[config.mk]
export PLATFORM = sky130hd
export DESIGN_NAME = polynomial_bisection_root
export DESIGN_NICKNAME = d
export VERILOG_FILES = /design/src/rtl/pbr_pkg.sv /design/src/rtl/polynomial_bisection_root.sv /design/src/rtl/pbr_horner.sv /design/src/rtl/pbr_datapath.sv /design/src/rtl/pbr_ctrl.sv
export SDC_FILE = /design/constraint.sdc
export NUM_CORES = 2
export LEC_CHECK = 0
export BUFFER_PORTS_ARGS = -buffer_cell sky130_fd_sc_hd__buf_4
export CAP_MARGIN = 20
export CORE_ASPECT_RATIO = 1.5
export CORE_UTILIZATION = 40
export CTS_CLUSTER_SIZE = 24
export DETAILED_ROUTE_END_ITERATION = 8
export PLACE_DENSITY = 0.54
export SLEW_MARGIN = 20
export SYNTH_ARGS = -nofsm -noshare
export SYNTH_HDL_FRONTEND = slang
export SYNTH_SLANG_ARGS = --single-unit
[constraint.sdc]
create_clock -name clk_i -period 25 [get_ports clk_i]
set_input_delay 3.75 -clock clk_i [delete_from_list [all_inputs] [get_ports clk_i]]
set_output_delay 3.75 -clock clk_i [all_outputs]
set_load 0.01 [all_outputs]
[src/rtl/pbr_pkg.sv]
// Package: shared types and constants for the polynomial bisection root block.
`timescale 1ns / 1ps
package pbr_pkg;

  localparam int unsigned MaxDegreeDef = 6;
  localparam int unsigned FracBitsDef  = 20;
  localparam int unsigned MaxSteps     = 64;
  localparam int unsigned CoefW        = 16;
  localparam int unsigned XW           = 32;
  localparam int unsigned AccW         = 64;
  localparam int unsigned CntW         = 7;
  localparam int unsigned CfgIdxW      = 3;

  localparam logic [CfgIdxW-1:0] RegDegree = 3'd0;

  typedef enum logic [2:0] {
    ST_IDLE,
    ST_EVAL_A,
    ST_EVAL_B,
    ST_CHECK,
    ST_EVAL_M,
    ST_STEP,
    ST_OUT
  } state_e;

  // Commands from controller to datapath.
  typedef struct packed {
    logic load;       // capture input beat
    logic start_a;    // start Horner at low end
    logic start_b;    // start Horner at high end
    logic start_m;    // start Horner at midpoint
    logic save_fa;
    logic save_fb;
    logic narrow;     // apply bisection update
    logic out_valid_set;
    logic out_invalid; // result is the shared-sign report
  } cmd_t;

  // Status from datapath to controller.
  typedef struct packed {
    logic horner_done;
    logic same_sign;
    logic last_step;
  } stat_t;

endpackage

[src/rtl/polynomial_bisection_root.sv]
// Polynomial bisection root finder: top level with configuration registers.
// One item at a time: the first result follows the Horner passes at both ends and, unless
// their values share a sign, at the midpoint; each further result follows its own midpoint
// pass, which starts once the previous result is taken. Speed is set by the shared 32x32
// multiplier, and a new item is accepted only after the last result is taken.
// Reset: asynchronous active low; clears the controller and configuration registers.
`timescale 1ns / 1ps
module polynomial_bisection_root import pbr_pkg::*; #(
  parameter int unsigned MAX_DEGREE = MaxDegreeDef,
  parameter int unsigned FRAC_BITS  = FracBitsDef
) (
  input  logic                    clk_i,
  input  logic                    rst_ni,
  input  logic                    cfg_valid_i,
  output logic                    cfg_ready_o,
  input  logic [CfgIdxW:0]        cfg_index_i,
  input  logic [CoefW-1:0]        cfg_data_i,
  input  logic                    in_valid_i,
  output logic                    in_ready_o,
  input  logic signed [XW-1:0]    low_end_i,
  input  logic signed [XW-1:0]    high_end_i,
  input  logic [CntW-1:0]         step_count_i,
  output logic                    out_valid_o,
  input  logic                    out_ready_i,
  output logic signed [XW-1:0]    new_low_o,
  output logic signed [XW-1:0]    new_high_o,
  output logic signed [AccW-1:0]  mid_value_o,
  output logic                    status_o,
  output logic                    last_o
);

  logic [2:0]              degree_q;
  logic signed [CoefW-1:0] coef_q [MAX_DEGREE+1];
  cmd_t                    cmd;
  stat_t                   stat;

  assign cfg_ready_o = 1'b1;

  always_ff @(posedge clk_i or negedge rst_ni) begin
    if (!rst_ni) begin
      degree_q <= '0;
      for (int k = 0; k <= MAX_DEGREE; k++) coef_q[k] <= '0;
    end else if (cfg_valid_i) begin
      if (cfg_index_i == {1'b0, RegDegree}) degree_q <= cfg_data_i[2:0];
      for (int k = 0; k <= MAX_DEGREE; k++)
        if (cfg_index_i == (CfgIdxW+1)'(k + 1)) coef_q[k] <= cfg_data_i;
    end
  end

  pbr_ctrl u_ctrl (
    .clk_i, .rst_ni, .in_valid_i, .in_ready_o, .out_valid_o, .out_ready_i,
    .cmd_o (cmd), .stat_i (stat)
  );

  pbr_datapath #(.MAX_DEGREE(MAX_DEGREE), .FRAC_BITS(FRAC_BITS)) u_dp (
    .clk_i, .rst_ni, .cmd_i (cmd), .stat_o (stat),
    .degree_i (degree_q), .coef_i (coef_q),
    .low_end_i, .high_end_i, .step_count_i,
    .new_low_o, .new_high_o, .mid_value_o, .status_o, .last_o
  );

`ifndef SYNTHESIS
  a_no_overlap: assert property (@(posedge clk_i) disable iff (!rst_ni)
    !(in_ready_o && out_valid_o)) else $error("input taken while result pending");
  a_invalid_last: assert property (@(posedge clk_i) disable iff (!rst_ni)
    (out_valid_o && status_o) |-> last_o) else $error("invalid result not last");
  a_idle_after_last: assert property (@(posedge clk_i) disable iff (!rst_ni)
    (out_valid_o && out_ready_i && last_o) |=> in_ready_o) else $error("no idle after last");
`endif

endmodule

[src/rtl/pbr_horner.sv]
// Horner evaluator: saturating multiply-adds on a shared 32x32 multiplier.
`timescale 1ns / 1ps
module pbr_horner import pbr_pkg::*; #(
  parameter int unsigned MAX_DEGREE = MaxDegreeDef,
  parameter int unsigned FRAC_BITS  = FracBitsDef
) (
  input  logic                        clk_i,
  input  logic                        rst_ni,
  input  logic                        start_i,
  input  logic signed [XW-1:0]        x_i,
  input  logic [2:0]                  degree_i,
  input  logic signed [CoefW-1:0]     coef_i [MAX_DEGREE+1],
  output logic                        done_o,
  output logic signed [AccW-1:0]      value_o
);

  localparam int unsigned KW = $clog2(MAX_DEGREE + 1);
  localparam int unsigned PW = AccW + XW;
  localparam int unsigned HW = AccW / 2;

  logic                   busy_q, busy_d;
  logic [1:0]             phase_q, phase_d;
  logic [KW-1:0]          k_q, k_d;
  logic signed [AccW-1:0] acc_q, acc_d;
  logic [AccW-1:0]        ma_q;
  logic [XW-1:0]          mx_q;
  logic                   xneg_q;
  logic                   neg_q;
  logic [AccW-1:0]        plo_q;
  logic [AccW-1:0]        phi_q;
  logic                   done_q;
  logic [KW-1:0]          dsat;
  logic [HW-1:0]          mul_a;
  logic [AccW-1:0]        mul_p;
  logic [PW-1:0]          prod;
  logic [AccW-1:0]        mag;
  logic signed [AccW-1:0] mq;
  logic signed [AccW:0]   sum;
  logic signed [AccW-1:0] cterm;

  assign dsat = (degree_i > 3'(MAX_DEGREE)) ? KW'(MAX_DEGREE) : KW'(degree_i);

  function automatic logic signed [AccW-1:0] scale(input logic signed [CoefW-1:0] c);
    scale = AccW'(c) <<< FRAC_BITS;
  endfunction

  // Low half of the accumulator magnitude in phase 1, high half in phase 2.
  assign mul_a = (phase_q == 2'd1) ? ma_q[HW-1:0] : ma_q[AccW-1:HW];
  assign mul_p = AccW'(mul_a) * AccW'(mx_q);
  assign prod  = {{XW{1'b0}}, plo_q} + {phi_q, {HW{1'b0}}};

  always_comb begin
    if (prod[PW-1:AccW+FRAC_BITS] != '0) mag = '1;
    else mag = prod[AccW+FRAC_BITS-1:FRAC_BITS];
    if (neg_q) begin
      if (mag[AccW-1]) mq = {1'b1, {(AccW-1){1'b0}}};
      else mq = -$signed(mag);
    end else begin
      if (mag[AccW-1]) mq = {1'b0, {(AccW-1){1'b1}}};
      else mq = $signed(mag);
    end
    cterm = scale(coef_i[k_q]);
    sum = {mq[AccW-1], mq} + {cterm[AccW-1], cterm};
  end

  always_comb begin
    busy_d = busy_q; phase_d = phase_q; k_d = k_q; acc_d = acc_q;
    if (start_i) begin
      busy_d = (dsat != '0);
      phase_d = 2'd0;
      k_d = dsat;
      acc_d = scale(coef_i[dsat]);
    end else if (busy_q) begin
      phase_d = phase_q + 2'd1;
      if (phase_q == 2'd0) k_d = k_q - KW'(1);
      if (phase_q == 2'd3) begin
        if (sum[AccW] != sum[AccW-1])
          acc_d = sum[AccW] ? {1'b1, {(AccW-1){1'b0}}} : {1'b0, {(AccW-1){1'b1}}};
        else acc_d = sum[AccW-1:0];
        if (k_q == '0) busy_d = 1'b0;
      end
    end
  end

  always_ff @(posedge clk_i or negedge rst_ni) begin
    if (!rst_ni) begin
      busy_q <= 1'b0; phase_q <= 2'd0; k_q <= '0; done_q <= 1'b0;
    end else begin
      busy_q <= busy_d; phase_q <= phase_d; k_q <= k_d;
      done_q <= (start_i && dsat == '0) || (busy_q && phase_q == 2'd3 && k_q == '0);
    end
  end

  // Sign-magnitude product: operands, low partial, high partial, then accumulate.
  always_ff @(posedge clk_i) begin
    acc_q <= acc_d;
    if (start_i) begin
      mx_q   <= x_i[XW-1] ? XW'(-x_i) : x_i;
      xneg_q <= x_i[XW-1];
    end
    if (phase_q == 2'd0) begin
      ma_q  <= acc_q[AccW-1] ? AccW'(-acc_q) : acc_q;
      neg_q <= acc_q[AccW-1] ^ xneg_q;
    end
    if (phase_q == 2'd1) plo_q <= mul_p;
    if (phase_q == 2'd2) phi_q <= mul_p;
  end

  assign done_o  = done_q;
  assign value_o = acc_q;

endmodule

[src/rtl/pbr_datapath.sv]
// Datapath: interval registers, endpoint values, midpoint, Horner unit and result register.
`timescale 1ns / 1ps
module pbr_datapath import pbr_pkg::*; #(
  parameter int unsigned MAX_DEGREE = MaxDegreeDef,
  parameter int unsigned FRAC_BITS  = FracBitsDef
) (
  input  logic                     clk_i,
  input  logic                     rst_ni,
  input  cmd_t                     cmd_i,
  output stat_t                    stat_o,
  input  logic [2:0]               degree_i,
  input  logic signed [CoefW-1:0]  coef_i [MAX_DEGREE+1],
  input  logic signed [XW-1:0]     low_end_i,
  input  logic signed [XW-1:0]     high_end_i,
  input  logic [CntW-1:0]          step_count_i,
  output logic signed [XW-1:0]     new_low_o,
  output logic signed [XW-1:0]     new_high_o,
  output logic signed [AccW-1:0]   mid_value_o,
  output logic                     status_o,
  output logic                     last_o
);

  logic signed [XW-1:0]   a_q, b_q, mid;
  logic signed [XW:0]     s;
  logic signed [AccW-1:0] fa_q, fb_q, fm;
  logic [CntW-1:0]        n_q, i_q;
  logic                   hdone, opp;
  logic signed [XW-1:0]   hx;

  assign s   = {a_q[XW-1], a_q} + {b_q[XW-1], b_q};
  assign mid = s[XW:1];
  assign hx  = cmd_i.start_a ? a_q : (cmd_i.start_b ? b_q : mid);

  pbr_horner #(.MAX_DEGREE(MAX_DEGREE), .FRAC_BITS(FRAC_BITS)) u_horner (
    .clk_i, .rst_ni,
    .start_i (cmd_i.start_a | cmd_i.start_b | cmd_i.start_m),
    .x_i     (hx),
    .degree_i,
    .coef_i,
    .done_o  (hdone),
    .value_o (fm)
  );

  assign opp = (fm < 0 && fa_q > 0) || (fm > 0 && fa_q < 0);

  always_ff @(posedge clk_i) begin
    if (cmd_i.load) begin
      a_q <= low_end_i;
      b_q <= high_end_i;
      i_q <= '0;
      if (step_count_i == '0) n_q <= CntW'(1);
      else if (step_count_i > CntW'(MaxSteps)) n_q <= CntW'(MaxSteps);
      else n_q <= step_count_i;
    end
    if (cmd_i.save_fa) fa_q <= fm;
    if (cmd_i.save_fb) fb_q <= fm;
    if (cmd_i.narrow) begin
      i_q <= i_q + 1'b1;
      mid_value_o <= fm;
      if (opp) begin
        if (mid < a_q) begin b_q <= a_q; a_q <= mid; end
        else b_q <= mid;
      end else begin
        if (mid < b_q) a_q <= mid;
        else b_q <= mid;
      end
      status_o <= 1'b0;
      last_o <= (i_q + 1'b1 == n_q);
    end
    if (cmd_i.out_invalid) begin
      mid_value_o <= '0;
      status_o <= 1'b1;
      last_o <= 1'b1;
    end
  end

  assign new_low_o  = a_q;
  assign new_high_o = b_q;
  assign stat_o.horner_done = hdone;
  assign stat_o.same_sign = (fa_q < 0 && fb_q < 0) || (fa_q > 0 && fb_q > 0);
  assign stat_o.last_step = last_o;

endmodule

[src/rtl/pbr_ctrl.sv]
// Controller: sequences endpoint checks, halvings and result handshakes.
`timescale 1ns / 1ps
module pbr_ctrl import pbr_pkg::*; (
  input  logic  clk_i,
  input  logic  rst_ni,
  input  logic  in_valid_i,
  output logic  in_ready_o,
  output logic  out_valid_o,
  input  logic  out_ready_i,
  output cmd_t  cmd_o,
  input  stat_t stat_i
);

  state_e state_q, state_d;
  logic   entered_q;

  always_ff @(posedge clk_i or negedge rst_ni) begin
    if (!rst_ni) state_q <= ST_IDLE;
    else state_q <= state_d;
  end

  always_comb begin
    state_d = state_q;
    unique case (state_q)
      ST_IDLE:   if (in_valid_i) state_d = ST_EVAL_A;
      ST_EVAL_A: if (stat_i.horner_done) state_d = ST_EVAL_B;
      ST_EVAL_B: if (stat_i.horner_done) state_d = ST_CHECK;
      ST_CHECK:  state_d = stat_i.same_sign ? ST_OUT : ST_EVAL_M;
      ST_EVAL_M: if (stat_i.horner_done) state_d = ST_STEP;
      ST_STEP:   state_d = ST_OUT;
      ST_OUT:    if (out_ready_i)
                   state_d = stat_i.last_step ? ST_IDLE : ST_EVAL_M;
      default:   state_d = ST_IDLE;
    endcase
  end

  always_ff @(posedge clk_i or negedge rst_ni) begin
    if (!rst_ni) entered_q <= 1'b0;
    else entered_q <= (state_d != state_q);
  end

  always_comb begin
    cmd_o = '0;
    in_ready_o = 1'b0;
    out_valid_o = 1'b0;
    unique case (state_q)
      ST_IDLE:   begin in_ready_o = 1'b1; cmd_o.load = 1'b1; end
      ST_EVAL_A: begin
        cmd_o.start_a = entered_q;
        cmd_o.save_fa = stat_i.horner_done;
      end
      ST_EVAL_B: begin
        cmd_o.start_b = entered_q;
        cmd_o.save_fb = stat_i.horner_done;
      end
      ST_CHECK:  cmd_o.out_invalid = stat_i.same_sign;
      ST_EVAL_M: cmd_o.start_m = entered_q;
      ST_STEP:   cmd_o.narrow = 1'b1;
      ST_OUT:    out_valid_o = 1'b1;
      default:   ;
    endcase
  end

endmodule

==> flow_summary.ini <==
[placed_design]
place_ws_ps = 12010
portBuffers = 227
gp_congestion = 0.962
dpl.hpwl_mm = 188
dp.cells = 10000

[synthesis]
seq_area_frac_synth_pct = 24.9
yosysWarnings = 0
synth_area_um2 = 71900
syn-num-nets = 9117
yosysUniqueCellTypes = 91
synth_seq_cells = 668
synth_edf_count = 392
netlist_instances = 7678
postSynthAreaPerCell_um2 = 9.36
synthArstFlopShare_pct = 18.9
yosys_most_used_dff = edfxtp_1

[clock_network]
h-tree-depth = 2
cts-hold-fix-buffers = 0
cts_buffer_depth = 3
clk_pin_slew_ps = 80
cts_tree = built
cts.sinks = 668
clk_latency_ps = 730
numCtsBuffers = 61
postCtsSetupBuffers = 0
cts_resized = 0
root_buffer = clkbuf_16

[timing]
setup_ws_ps = 11770
skew_ps = 75.2
hold_ws_ps = 455
rsz0062_at_grt = false
fin_setup_tns_ps = 0
finalWorstPathRequiredPeriod_ps = 13230
slew_violations = 0
setup_viol = 0
min_period_over_period_pct = 52.9
finalHoldViolCount = 0
worst_pin_slew_ps = 1310
worst_slew_margin_rel_pct = 12.3
fmax_ghz = 0.0756

[global_routing]
grt_pass1_vias = 59500
grt_max_degree = 82
grt_pass1_wl_mm = 363
grt.total_usage_pct = 26.3
antenna_found_initial = 8
grt.overflow.total = 0

[detailed_routing]
drt_iter0_drc = 3214
finalWirelength_mm = 238
first_pass_iters = 5
vias_per_cell = 5.51
routedWlPerCell_um = 23.5
drtAntennaViolNets = 0
via_count = 55900
drc = 0

[floorplan]
dieArea_um2 = 181000
dieHeight_um = 521
die_width_um = 348
rows = 190
core_um2 = 179000
io_pins = 229
initial_core_util_pct = 40.3

[finish]
layout-drive-gt1-share_pct = 8.91
syn_to_final_growth_pct = 8.81
instances_no_fill = 10100
nNetsFinal = 9127

[worst_setup_path]
critPathMaxFanout = 47
criticalPathCategory = reg -> reg
r2r_setup_slack_ps = 11770
cp.arrival_ps = 13590
required_ps = 25360
cp_slowest_cell = o21ai_0
worst_setup_path_end_kind = flop
cp-start-kind = flop
cp_slowest_stage_delay_ps = 690

[run]
cap_violations = 0

[run_status]
status = finished clean

[worst_hold_path]
hp-class = reg -> reg
==> synth_stat cells, types with 63 or more instances <==
library cell | n | share of area (%)
a21o_1 | 114 | 1.2
a21oi_1 | 337 | 2.3
and2_1 | 278 | 2.4
clkbuf_1 | 366 | 1.9
dfrtp_1 | 126 | 4.4
dfxtp_1 | 150 | 4.2
edfxtp_1 | 392 | 16
fa_1 | 899 | 25
ha_1 | 444 | 7.7
inv_1 | 1114 | 5.8
mux2_2 | 161 | 2.5
mux2i_1 | 111 | 1.5
nand2_1 | 1275 | 6.7
nand3_1 | 83 | 0.58
nand4_1 | 83 | 0.72
nor2_1 | 246 | 1.3
nor3_1 | 70 | 0.49
nor4_1 | 63 | 0.55
o21ai_0 | 314 | 2.2
o22ai_1 | 67 | 0.58
xnor2_1 | 204 | 2.5
xor2_1 | 74 | 0.90
==> cells by family (layout without fill, tap and decap cells) <==
group / count (synthesis) / count (layout) / synth area share [%]
AOI/OAI and AO/OA: 1226 / 1226 / 10.7
DFF: 668 / 668 / 24.9
adders and majority gates: 1343 / 1343 / 32.8
buffers and inverters: 1509 / 1571 / 7.91
xor gates and xnor gates: 278 / 278 / 3.39
muxes: 303 / 303 / 5.04
other: 1 / 7 / 0.00522
and+or+nand+nor: 2350 / 2350 / 15.2
==> per-layer routing <==
layer	up-vias	wire length, um	track usage, %
li1	25300	-	-
met2	1386	130000	50.9
met1	28700	88000	28.9
met5	-	0	0
met3	468	7460	1.74
met4	0	12400	12.1
==> critical path, delay by kind of cell, from the launching register on <==
family | cells | cell delay (ps)
adders and majority gates | 4 | 1310
and+or+nand+nor | 13 | 5110
DFF | 1 | 490
AOI/OAI and AO/OA | 18 | 5160
buffers and inverters | 2 | 740
==> final timing paths <==
kind / endpoint / depth (start not counted) / start
setup / recovery: u_dp.u_horner.value_o[44]$_DFFE_PP_ / 37 / u_dp.u_horner.phi_q[56]$_DFFE_PN_
hold / removal: u_dp.mid_value_o[8]$_SDFFE_PP0P_ / 2 / u_dp.mid_value_o[8]$_SDFFE_PP0P_
setup reg to reg: u_dp.u_horner.value_o[44]$_DFFE_PP_ / 37 / u_dp.u_horner.phi_q[56]$_DFFE_PN_
hold reg to reg: u_dp.mid_value_o[8]$_SDFFE_PP0P_ / 2 / u_dp.mid_value_o[8]$_SDFFE_PP0P_
max in group asynchronous: coef_q[70]$_DFFE_PN0P_ / 2 / rst_ni
min in group asynchronous: coef_q[82]$_DFFE_PN0P_ / 1 / rst_ni
==> cell usage in the layout, fill, tap and decap left out, types with 29 or more instances in the layout <==
master,netlist,final
a211oi_1,35,35
a21o_1,114,114
a21oi_1,337,337
a22oi_1,31,31
and2_1,278,277
and3_1,30,29
buf_4,1,339
clkbuf_16,0,62
dfrtp_1,126,125
dfxtp_1,150,150
edfxtp_1,392,392
fa_1,899,899
ha_1,444,441
inv_1,1114,1113
mux2_2,161,161
mux2i_1,111,111
mux4_2,31,31
nand2_1,1275,1272
nand2b_1,39,39
nand3_1,83,83
nand4_1,83,83
nor2_1,246,245
nor2b_1,36,36
nor3_1,70,69
nor4_1,63,63
o211ai_1,29,29
o21a_1,44,44
o21ai_0,314,313
o22ai_1,67,67
o31ai_1,39,39
or3_1,36,36
xnor2_1,204,204
xor2_1,74,74
==> flip-flops by register name (all words and copies together), names as in the netlist, 44 cells and up <==
| signal | count |
|---|---|
| coef_q | 112 |
| u_dp.fa_q | 64 |
| u_dp.fb_q | 64 |
| u_dp.mid_value_o | 64 |
| u_dp.u_horner.ma_q | 64 |
| u_dp.u_horner.phi_q | 64 |
| u_dp.u_horner.value_o | 64 |
| u_dp.u_horner.plo_q | 44 |
==> metrics by stage <==
| step | utilization, % | cell area [um2] |
|---|---|---|
| after global placement | 42.6 | 76000 |
| after floorplan | - | 71900 |
| final | 43.8 | 78200 |
| after detailed placement | 42.6 | 76000 |
| after CTS | 43.8 | 78200 |
| after global routing | 43.8 | 78200 |
==> layout make-up <==
type | instances | area, um2
well taps | 2400 | 3000
repair buffers | 339 | 2540
flip-flops and latches | 668 | 17900
clock inverters | 35 | 483
fillers | 17600 | 100000
diodes | 6 | 15.0
clock buffers | 80 | 1710
inverters | 1117 | 4190
multi-input cells | 5501 | 48300
Power is not shown: default switching activity piles up to over one toggle a cycle in this logic, so the estimate is an artifact.
